`src/design/fm_pdd_pkg.sv`:
```
`timescale 1ns / 1ps
// Shared types, constants and the CORDIC arctangent table for the FM phase discriminator.
// No dependencies; used by every module of the block.
package fm_pdd_pkg;

   localparam int WINDOW_LENGTH_DEF  = 10;
   localparam int PHASE_BITS_DEF     = 16;
   localparam int CORDIC_STAGES_DEF  = 14;

   localparam int SAMPLE_W    = 8;
   localparam int AUDIO_W     = 16;
   localparam int DECIM_W     = 7;
   localparam int DECIM_CNT_W = 6;
   localparam logic [DECIM_W-1:0] DECIM_RESET = 7'd22;
   localparam logic [DECIM_W-1:0] DECIM_MAX   = 7'd64;

   localparam logic signed [SAMPLE_W:0] SAMPLE_OFFSET = 9'sd127;

   // CORDIC datapath: 24 fraction bits, 9-bit signed integer, gain headroom
   localparam int FRAC_BITS = 24;
   localparam int CORDIC_W  = 36;

   localparam int TABLE_LEN = 24;

   // atan(2^-k), full turn = 2^32
   localparam logic [31:0] ATAN_TURNS32 [TABLE_LEN] = '{
      32'h20000000, 32'h12E4051E, 32'h09FB385B, 32'h051111D4, 32'h028B0D43,
      32'h0145D7E1, 32'h00A2F61E, 32'h00517C55, 32'h0028BE53, 32'h00145F2F,
      32'h000A2F98, 32'h000517CC, 32'h00028BE6, 32'h000145F3, 32'h0000A2FA,
      32'h0000517D, 32'h000028BE, 32'h0000145F, 32'h00000A30, 32'h00000518,
      32'h0000028C, 32'h00000146, 32'h000000A3, 32'h00000051
   };

   typedef struct packed {
      logic valid;
      logic start;   // item restarts phase reference, window and decimation
      logic origin;  // I and Q both zero: phase forced to zero
   } cell_ctrl_type;

   // arctangent step rounded to a phase word of pbits bits
   function automatic logic [31:0] atan_entry(input int k, input int pbits);
      logic [32:0] t;
      int          sh;
      sh = 32 - pbits;
      t  = {1'b0, ATAN_TURNS32[k]} + (33'd1 << (sh - 1));
      return 32'(t >> sh);
   endfunction

endpackage

```
`src/design/fm_pdd_cordic_cell.sv`:
```
`timescale 1ns / 1ps
// One vectoring CORDIC cell: a micro-rotation by atan(2^-STAGE) and a register.
// Depends on fm_pdd_pkg.
module fm_pdd_cordic_cell
   import fm_pdd_pkg::*;
#(
   parameter int STAGE      = 0,
   parameter int PHASE_BITS = PHASE_BITS_DEF
) (
   input  logic                       clock,
   input  logic                       reset,
   input  logic                       advance,
   input  cell_ctrl_type              ctrl_i,
   input  logic signed [CORDIC_W-1:0] x_i,
   input  logic signed [CORDIC_W-1:0] y_i,
   input  logic [PHASE_BITS-1:0]      z_i,
   output cell_ctrl_type              ctrl_o,
   output logic signed [CORDIC_W-1:0] x_o,
   output logic signed [CORDIC_W-1:0] y_o,
   output logic [PHASE_BITS-1:0]      z_o
);

   localparam logic [PHASE_BITS-1:0] ATAN_STEP = PHASE_BITS'(atan_entry(STAGE, PHASE_BITS));

   cell_ctrl_type              ctrl_ff;
   logic signed [CORDIC_W-1:0] x_ff, x_in;
   logic signed [CORDIC_W-1:0] y_ff, y_in;
   logic [PHASE_BITS-1:0]      z_ff, z_in;
   logic signed [CORDIC_W-1:0] x_sh, y_sh;

   assign x_sh = x_i >>> STAGE;
   assign y_sh = y_i >>> STAGE;

   always_comb begin
      if (!y_i[CORDIC_W-1]) begin
         x_in = x_i + y_sh;
         y_in = y_i - x_sh;
         z_in = z_i + ATAN_STEP;
      end else begin
         x_in = x_i - y_sh;
         y_in = y_i + x_sh;
         z_in = z_i - ATAN_STEP;
      end
   end

   always_ff @(posedge clock) begin
      if (reset) begin
         ctrl_ff <= '0;
      end else if (advance) begin
         ctrl_ff <= ctrl_i;
      end
   end

   always_ff @(posedge clock) begin
      if (advance) begin
         x_ff <= x_in;
         y_ff <= y_in;
         z_ff <= z_in;
      end
   end

   assign ctrl_o = ctrl_ff;
   assign x_o    = x_ff;
   assign y_o    = y_ff;
   assign z_o    = z_ff;

endmodule

```
`src/design/fm_pdd_window.sv`:
```
`timescale 1ns / 1ps
// Phase step, boxcar window over the last steps and decimation counter.
// Depends on fm_pdd_pkg.
module fm_pdd_window
   import fm_pdd_pkg::*;
#(
   parameter int WINDOW_LENGTH = WINDOW_LENGTH_DEF,
   parameter int PHASE_BITS    = PHASE_BITS_DEF,
   localparam int SUM_W        = PHASE_BITS + $clog2(WINDOW_LENGTH)
) (
   input  logic                    clock,
   input  logic                    reset,
   input  logic                    advance,
   input  cell_ctrl_type           ctrl_i,
   input  logic [PHASE_BITS-1:0]   phase_i,
   input  logic [DECIM_W-1:0]      decim_factor,
   output logic                    emit_o,
   output logic signed [SUM_W-1:0] sum_o
);

   localparam int FILL_W = $clog2(WINDOW_LENGTH + 1);

   logic [PHASE_BITS-1:0]        prev_ff, prev_in;
   logic                         have_prev_ff, have_prev_in;
   logic signed [PHASE_BITS-1:0] win_ff [WINDOW_LENGTH];
   logic signed [PHASE_BITS-1:0] win_in [WINDOW_LENGTH];
   logic signed [SUM_W-1:0]      sum_ff, sum_in;
   logic [FILL_W-1:0]            fill_ff, fill_in;
   logic [DECIM_CNT_W-1:0]       decim_ff, decim_in;
   logic                         emit_ff, emit_in;

   logic [PHASE_BITS-1:0]        phase;
   logic signed [PHASE_BITS-1:0] step;
   logic [DECIM_W-1:0]           factor;
   logic [DECIM_CNT_W-1:0]       cnt;

   assign phase = ctrl_i.origin ? '0 : phase_i;
   // wrapped difference; a half turn reads as -pi
   assign step  = signed'(phase - prev_ff);

   always_comb begin
      if (decim_factor == '0) begin
         factor = DECIM_W'(1);
      end else if (decim_factor > DECIM_MAX) begin
         factor = DECIM_MAX;
      end else begin
         factor = decim_factor;
      end
      cnt = ({1'b0, decim_ff} >= factor) ? '0 : decim_ff;
   end

   always_comb begin
      prev_in      = prev_ff;
      have_prev_in = have_prev_ff;
      win_in       = win_ff;
      sum_in       = sum_ff;
      fill_in      = fill_ff;
      decim_in     = decim_ff;
      emit_in      = 1'b0;
      if (ctrl_i.valid) begin
         prev_in      = phase;
         have_prev_in = 1'b1;
         if (ctrl_i.start) begin
            for (int n = 0; n < WINDOW_LENGTH; n++) begin
               win_in[n] = '0;
            end
            sum_in   = '0;
            fill_in  = '0;
            decim_in = '0;
         end else if (have_prev_ff) begin
            win_in[0] = step;
            for (int n = 1; n < WINDOW_LENGTH; n++) begin
               win_in[n] = win_ff[n-1];
            end
            sum_in = sum_ff + SUM_W'(step) - SUM_W'(win_ff[WINDOW_LENGTH-1]);
            if (fill_ff < FILL_W'(WINDOW_LENGTH)) begin
               fill_in = fill_ff + 1'b1;
            end
            if (fill_in == FILL_W'(WINDOW_LENGTH)) begin
               emit_in  = (cnt == '0);
               decim_in = ({1'b0, cnt} + 1'b1 >= factor) ? '0 : cnt + 1'b1;
            end
         end
      end
   end

   always_ff @(posedge clock) begin
      if (reset) begin
         prev_ff      <= '0;
         have_prev_ff <= 1'b0;
         for (int n = 0; n < WINDOW_LENGTH; n++) begin
            win_ff[n] <= '0;
         end
         sum_ff       <= '0;
         fill_ff      <= '0;
         decim_ff     <= '0;
         emit_ff      <= 1'b0;
      end else if (advance) begin
         prev_ff      <= prev_in;
         have_prev_ff <= have_prev_in;
         win_ff       <= win_in;
         sum_ff       <= sum_in;
         fill_ff      <= fill_in;
         decim_ff     <= decim_in;
         emit_ff      <= emit_in;
      end
   end

   assign emit_o = emit_ff;
   assign sum_o  = sum_ff;

endmodule

```
`src/design/fm_pdd_mean.sv`:
```
`timescale 1ns / 1ps
// Window mean: divide by the window length through a reciprocal multiply,
// rescale to pi = 32768 and saturate. Depends on fm_pdd_pkg.
module fm_pdd_mean
   import fm_pdd_pkg::*;
#(
   parameter int WINDOW_LENGTH = WINDOW_LENGTH_DEF,
   parameter int PHASE_BITS    = PHASE_BITS_DEF,
   localparam int SUM_W        = PHASE_BITS + $clog2(WINDOW_LENGTH)
) (
   input  logic                    clock,
   input  logic                    reset,
   input  logic                    advance,
   input  logic                    valid_i,
   input  logic signed [SUM_W-1:0] sum_i,
   output logic                    valid_o,
   output logic [AUDIO_W-1:0]      audio_o
);

   localparam int SHL   = (PHASE_BITS < AUDIO_W) ? AUDIO_W - PHASE_BITS : 0;
   localparam int SHR   = (PHASE_BITS > AUDIO_W) ? PHASE_BITS - AUDIO_W : 0;
   localparam int NUM_W = SUM_W + SHL;
   localparam int RSH   = NUM_W + $clog2(WINDOW_LENGTH);
   localparam int MUL_W = RSH - $clog2(WINDOW_LENGTH) + 2;
   // ceil(2^RSH / WINDOW_LENGTH): exact floor division for every numerator
   localparam longint unsigned RECIP =
      ((64'd1 << RSH) + 64'(WINDOW_LENGTH) - 64'd1) / 64'(WINDOW_LENGTH);
   localparam logic [MUL_W-1:0] RECIP_K = MUL_W'(RECIP);

   logic [SUM_W-1:0]       mag;
   logic [NUM_W-1:0]       num;
   logic [NUM_W+MUL_W-1:0] prod_ff, prod_in;
   logic                   neg_ff;
   logic                   valid_ff;
   logic [NUM_W:0]         quot;

   assign mag     = sum_i[SUM_W-1] ? SUM_W'(-sum_i) : SUM_W'(sum_i);
   assign num     = (NUM_W'(mag) << SHL) >> SHR;
   assign prod_in = (NUM_W+MUL_W)'(num) * (NUM_W+MUL_W)'(RECIP_K);

   always_ff @(posedge clock) begin
      if (reset) begin
         valid_ff <= 1'b0;
      end else if (advance) begin
         valid_ff <= valid_i;
      end
   end

   always_ff @(posedge clock) begin
      if (advance) begin
         prod_ff <= prod_in;
         neg_ff  <= sum_i[SUM_W-1];
      end
   end

   // truncation toward zero, then clamp to the 16-bit range
   always_comb begin
      quot = (NUM_W+1)'(prod_ff >> RSH);
      if (neg_ff) begin
         if (quot > (NUM_W+1)'(32768)) begin
            audio_o = 16'h8000;
         end else begin
            audio_o = AUDIO_W'(-quot);
         end
      end else begin
         if (quot > (NUM_W+1)'(32767)) begin
            audio_o = 16'h7FFF;
         end else begin
            audio_o = AUDIO_W'(quot);
         end
      end
   end

   assign valid_o = valid_ff;

endmodule

```
`src/design/fm_phase_discriminator_decimator_core.sv`:
```
`timescale 1ns / 1ps
// FM phase discriminator with boxcar mean and decimation, top level.
// Depends on fm_pdd_pkg, fm_pdd_cordic_cell, fm_pdd_window and fm_pdd_mean.
//
// Takes one I/Q byte pair per cycle. The phase comes from a row of
// CORDIC_STAGES vectoring cells behind a half-plane fold register; the
// window/decimation cell, a reciprocal-multiply stage and the output register
// follow in that order. The whole row moves forward together and stands
// still only while a result waits in the output register and rsp_tready is
// low; otherwise one item is taken every cycle. The first item after reset or
// block_start only sets the phase reference; after that a result is made once
// WINDOW_LENGTH steps are in the window, and then on every decim_factor-th step
// (0 acts as 1, above 64 as 64). decim_factor is written on the csr channel,
// which is always ready.
module fm_phase_discriminator_decimator_core
   import fm_pdd_pkg::*;
#(
   parameter int WINDOW_LENGTH = WINDOW_LENGTH_DEF,
   parameter int PHASE_BITS    = PHASE_BITS_DEF,
   parameter int CORDIC_STAGES = CORDIC_STAGES_DEF
) (
   input  logic               clock,
   input  logic               reset,
   input  logic               req_tvalid,
   output logic               req_tready,
   input  logic [15:0]        req_tdata,   // i_sample [7:0], q_sample [15:8]
   input  logic               req_tuser,   // block_start
   output logic               rsp_tvalid,
   input  logic               rsp_tready,
   output logic [AUDIO_W-1:0] rsp_tdata,   // audio_sample [15:0]
   input  logic               csr_valid,
   output logic               csr_ready,
   input  logic [DECIM_W-1:0] csr_data     // decim_factor
);

   localparam int SUM_W = PHASE_BITS + $clog2(WINDOW_LENGTH);

   logic               advance;
   logic [DECIM_W-1:0] decim_factor_ff;
   logic               rsp_valid_ff;
   logic [AUDIO_W-1:0] rsp_data_ff;

   // fold stage
   logic signed [SAMPLE_W:0]   i_c, q_c;
   logic signed [CORDIC_W-1:0] i_w, q_w;
   cell_ctrl_type              front_ctrl_ff, front_ctrl_in;
   logic signed [CORDIC_W-1:0] front_x_ff, front_x_in;
   logic signed [CORDIC_W-1:0] front_y_ff, front_y_in;
   logic [PHASE_BITS-1:0]      front_z_ff, front_z_in;

   cell_ctrl_type              chain_ctrl [CORDIC_STAGES+1];
   logic signed [CORDIC_W-1:0] chain_x    [CORDIC_STAGES+1];
   logic signed [CORDIC_W-1:0] chain_y    [CORDIC_STAGES+1];
   logic [PHASE_BITS-1:0]      chain_z    [CORDIC_STAGES+1];

   logic                    win_emit;
   logic signed [SUM_W-1:0] win_sum;
   logic                    mean_valid;
   logic [AUDIO_W-1:0]      mean_audio;

   assign advance    = !rsp_valid_ff || rsp_tready;
   assign req_tready = advance;
   assign csr_ready  = 1'b1;

   always_ff @(posedge clock) begin
      if (reset) begin
         decim_factor_ff <= DECIM_RESET;
      end else if (csr_valid) begin
         decim_factor_ff <= csr_data;
      end
   end

   assign i_c = signed'({1'b0, req_tdata[7:0]}) - SAMPLE_OFFSET;
   assign q_c = signed'({1'b0, req_tdata[15:8]}) - SAMPLE_OFFSET;
   assign i_w = CORDIC_W'(i_c) <<< FRAC_BITS;
   assign q_w = CORDIC_W'(q_c) <<< FRAC_BITS;

   // left half plane: turn by a half turn first
   always_comb begin
      front_ctrl_in.valid  = req_tvalid;
      front_ctrl_in.start  = req_tuser;
      front_ctrl_in.origin = (i_c == '0) && (q_c == '0);
      if (i_c[SAMPLE_W]) begin
         front_x_in = -i_w;
         front_y_in = -q_w;
         front_z_in = PHASE_BITS'(1) << (PHASE_BITS - 1);
      end else begin
         front_x_in = i_w;
         front_y_in = q_w;
         front_z_in = '0;
      end
   end

   always_ff @(posedge clock) begin
      if (reset) begin
         front_ctrl_ff <= '0;
      end else if (advance) begin
         front_ctrl_ff <= front_ctrl_in;
      end
   end

   always_ff @(posedge clock) begin
      if (advance) begin
         front_x_ff <= front_x_in;
         front_y_ff <= front_y_in;
         front_z_ff <= front_z_in;
      end
   end

   assign chain_ctrl[0] = front_ctrl_ff;
   assign chain_x[0]    = front_x_ff;
   assign chain_y[0]    = front_y_ff;
   assign chain_z[0]    = front_z_ff;

   for (genvar k = 0; k < CORDIC_STAGES; k++) begin : g_cell
      fm_pdd_cordic_cell #(
         .STAGE      (k),
         .PHASE_BITS (PHASE_BITS)
      ) u_cell (
         .clock   (clock),
         .reset   (reset),
         .advance (advance),
         .ctrl_i  (chain_ctrl[k]),
         .x_i     (chain_x[k]),
         .y_i     (chain_y[k]),
         .z_i     (chain_z[k]),
         .ctrl_o  (chain_ctrl[k+1]),
         .x_o     (chain_x[k+1]),
         .y_o     (chain_y[k+1]),
         .z_o     (chain_z[k+1])
      );
   end

   fm_pdd_window #(
      .WINDOW_LENGTH (WINDOW_LENGTH),
      .PHASE_BITS    (PHASE_BITS)
   ) u_window (
      .clock        (clock),
      .reset        (reset),
      .advance      (advance),
      .ctrl_i       (chain_ctrl[CORDIC_STAGES]),
      .phase_i      (chain_z[CORDIC_STAGES]),
      .decim_factor (decim_factor_ff),
      .emit_o       (win_emit),
      .sum_o        (win_sum)
   );

   fm_pdd_mean #(
      .WINDOW_LENGTH (WINDOW_LENGTH),
      .PHASE_BITS    (PHASE_BITS)
   ) u_mean (
      .clock   (clock),
      .reset   (reset),
      .advance (advance),
      .valid_i (win_emit),
      .sum_i   (win_sum),
      .valid_o (mean_valid),
      .audio_o (mean_audio)
   );

   always_ff @(posedge clock) begin
      if (reset) begin
         rsp_valid_ff <= 1'b0;
      end else if (advance) begin
         rsp_valid_ff <= mean_valid;
      end
   end

   always_ff @(posedge clock) begin
      if (advance) begin
         rsp_data_ff <= mean_audio;
      end
   end

   assign rsp_tvalid = rsp_valid_ff;
   assign rsp_tdata  = rsp_data_ff;

endmodule

```
`config.mk`:
```
export PLATFORM = sky130hd
export DESIGN_NAME = fm_phase_discriminator_decimator_core
export DESIGN_NICKNAME = d
export VERILOG_FILES = /design/src/design/fm_pdd_pkg.sv /design/src/design/fm_pdd_cordic_cell.sv /design/src/design/fm_pdd_window.sv /design/src/design/fm_pdd_mean.sv /design/src/design/fm_phase_discriminator_decimator_core.sv
export SDC_FILE = /design/constraint.sdc
export NUM_CORES = 2
export LEC_CHECK = 0
export ABC_CLOCK_PERIOD_IN_PS = 92900
export BUFFER_PORTS_ARGS = -buffer_cell sky130_fd_sc_hd__buf_2
export CORE_ASPECT_RATIO = 2
export CORE_MARGIN = 4
export CORE_UTILIZATION = 45
export DETAILED_ROUTE_END_ITERATION = 10
export MAX_ROUTING_LAYER = met4
export PLACE_DENSITY = 0.56
export SKIP_LAST_GASP = 1
export SLEW_MARGIN = 0
export SYNTH_ARGS = -nofsm -noshare
export SYNTH_HDL_FRONTEND = slang
export SYNTH_SLANG_ARGS = --single-unit
```
`constraint.sdc`:
```
create_clock -name clock -period 92.9 [get_ports clock]
set_input_delay 13.935 -clock clock [delete_from_list [all_inputs] [get_ports clock]]
set_output_delay 13.935 -clock clock [all_outputs]
set_load 0.02 [all_outputs]
```
==> results.sh <==
export IMPL_hpwl_mm=213
export IMPL_cts_root_buf="clkbuf_16"
export IMPL_globalRouteTotalUtil_pct=25.5
export IMPL_avgViaCountPerCell=5.66
export IMPL_drtIter0Drc=3013
export IMPL_synth_area_leaders="edfxtp_1, ha_1, xnor2_1"
export IMPL_floorplan_initialDensity_pct=45.2
export IMPL_syn_inst=9400
export IMPL_synthToLayoutAreaGrowth_pct=8.01
export IMPL_path_max_fanout=55
export IMPL_yosysWarnings=0
export IMPL_cts_resized=0
export IMPL_crit_top_cell="buf_2"
export IMPL_cts_buffer_depth=3
export IMPL_seqCellArea_um2=31200
export IMPL_drtAntennaViolNets=0
export IMPL_placed_cells=11887
export IMPL_post_route_cells_drive_above_1_share_pct=4.40
export IMPL_cts_made_buffers=110
export IMPL_synth_seq_area_share_pct=34.9
export IMPL_crit_chain="buf_2, nor2b_4, buf_4, inv_8, buf_2"
export IMPL_rsz0062_at_grt="no"
export IMPL_h_tree_depth=3
export IMPL_fmax_ghz=0.0343
export IMPL_max_cap_violations=0
export IMPL_cp_slowest_cell="buf_4"
export IMPL_layout_commonest_cell="ha_1"
export IMPL_synthArstFlopShare_pct=0
export IMPL_post_cts_repair_setup_buffers=0
export IMPL_synth_top_area_share_pct=29.0
export IMPL_synth_ff_type="edfxtp_1"
export IMPL_die_w_um=323
export IMPL_setup_viol=0
export IMPL_yosysTopAreaCell="edfxtp_1"
export IMPL_first_global_vias=70659
export IMPL_multi_input_area_um2=55100
export IMPL_cp_top_family="buffers and inverters"
export IMPL_fin_crit_ns=29.13
export IMPL_cts_tree="built"
export IMPL_clk_pin_slew_ns=0.06
export IMPL_layout_common_cells="ha_1, nor2_1, edfxtp_1, a21oi_1, xnor2_1"
export IMPL_skew_ns=0.0444
export IMPL_routed_wl_mm=260
export IMPL_status="finished, final reports clean"
export IMPL_clk_latency_ns=0.77
export IMPL_drc=0
export IMPL_yosys_register_bits=1127
export IMPL_required_ns=78.96
export IMPL_maxSlewViolCount=0
export IMPL_dieArea_um2=207000
export IMPL_vias=68422
export IMPL_dp_slack_ns=63.69
export IMPL_start_kind="primary input"
export IMPL_critPathArrivalTime_ns=15.19
export IMPL_die_h_um=639
export IMPL_overflow=0
export IMPL_core_area_um2=198000
export IMPL_final_hold_viol_count=0
export IMPL_nFillCells=18484
export IMPL_relSlewSlack_pct=24.6
export IMPL_post_route_util_pct=48.9
export IMPL_grt_antenna_before_repair=4
export IMPL_fin_ws_ns=63.77
export IMPL_setup_tns_ns=0
export IMPL_place_congestion=1.03
export IMPL_endpoint_kind="primary output"
export IMPL_cp_slowest_stage_delay_ns=0.51
export IMPL_cts_sinks=1127
export IMPL_final_net_count=10704
export IMPL_synth_edf_count=865
export IMPL_crit_buf_inv=4
export IMPL_tightest_slew_ns=1.12
export IMPL_dr_pass1_iters=5
export IMPL_wl_per_cell_um=21.5
export IMPL_worstSetupPathType="in2out"
export IMPL_avgSynthCellArea_um2=9.53
export IMPL_ys_types=93
export IMPL_final_cells=12096
export IMPL_pin_count=48
export IMPL_grt_max_degree=150
export IMPL_numPortBuffers=46
export IMPL_rows=231
export IMPL_hold_class="reg2reg"
export IMPL_netlist_area_um2=89500
export IMPL_final_period_utilization_pct=31.4
export IMPL_grt_pass1_wl_mm=392
export IMPL_hold_buffers=0
## worst reg2reg max path, delay by kind of cell (launching register included)
family          cells  cell delay, ns
flops               1            0.67
simple gates        2            0.23
xor+xnor            2            0.79
buf+inv             5            0.37
fa+ha+maj           9            4.09
compound gates     10            2.55
## per-layer routing
metal / vias to the layer above / routed length [µm] / global-route usage (%)
met2: 1337 / 151000 / 52.1
met1: 32385 / 76400 / 19.3
met5: - / 0 / -
met3: 885 / 5850 / 2.45
li1: 33815 / - / -
met4: 0 / 26400 / 21.0
## final timing paths
check                                    start                           endpoint  depth (start not counted)  slack (ns)
max                                 rsp_tready                         req_tready                          5       63.77
min          g_cell[8].u_cell.z_o[1]$_DFFE_PN_  g_cell[9].u_cell.z_o[1]$_DFFE_PN_                          0        0.42
max reg2reg     u_window.sum_o[0]$_SDFFE_PP0P_       u_mean.prod_ff[40]$_DFFE_PN_                         28       83.95
min reg2reg  g_cell[8].u_cell.z_o[1]$_DFFE_PN_  g_cell[9].u_cell.z_o[1]$_DFFE_PN_                          0        0.42
## synthesized netlist by cell type, types with 56 or more instances
library cell	number
and3_1	62
nand2_1	525
nor2_1	998
nor3_1	228
o21ai_0	329
a22oi_1	187
clkbuf_1	173
a21o_1	274
and2_1	69
nor4_1	79
nand3_1	110
a31oi_1	95
o21a_1	90
edfxtp_1	865
fa_1	176
o21bai_1	116
inv_1	655
nand2b_1	108
ha_1	1063
nor2b_1	128
xnor2_1	805
a21oi_1	832
xor2_1	416
dfxtp_1	262
or3_1	56
## cell families (layout without fill, tap and decap cells)
group | Yosys count | in the layout | synth area share, %
other | 2 | 8 | 0.00839
buffers and inverters | 862 | 989 | 3.63
adders and majority gates | 1239 | 1239 | 18.8
AOI/OAI and AO/OA | 2347 | 2347 | 16.8
and+or+nand+nor | 2551 | 2551 | 13.3
muxes | 51 | 51 | 0.604
DFF | 1127 | 1127 | 34.9
xor gates and xnor gates | 1221 | 1221 | 11.9
## through the flow
stage               area (µm²)  hold slack [ns]
floorplan                89600            0.400
global placement         92900            0.425
detailed placement       92900            0.412
CTS                      96700            0.427
global route             96700            0.444
finish                   96700            0.422
## cell type report
class	instances	area share (%)
Clock inverter	70	0.828
Sequential cell	1127	32.3
Multi-Input combinational cell	7413	57.0
Tap cell	2563	3.32
Clock buffer	135	3.13
Inverter	659	2.57
Antenna cell	4	0.0103
Timing Repair Buffer	125	0.887
## registers in the layout, indices dropped and copies added, names as in the netlist, 16 cells and up
name	flops
g_cell.u_cell.y_o	320
u_window.win_ff	160
u_mean.prod_ff	17
g_cell.u_cell.ctrl_o	42
rsp_tdata	16
g_cell.u_cell.x_o	302
g_cell.u_cell.z_o	184
u_window.prev_ff	16
u_window.sum_o	20
Power is not shown: default switching activity piles up to over one toggle a cycle in this logic, so the estimate is an artifact.
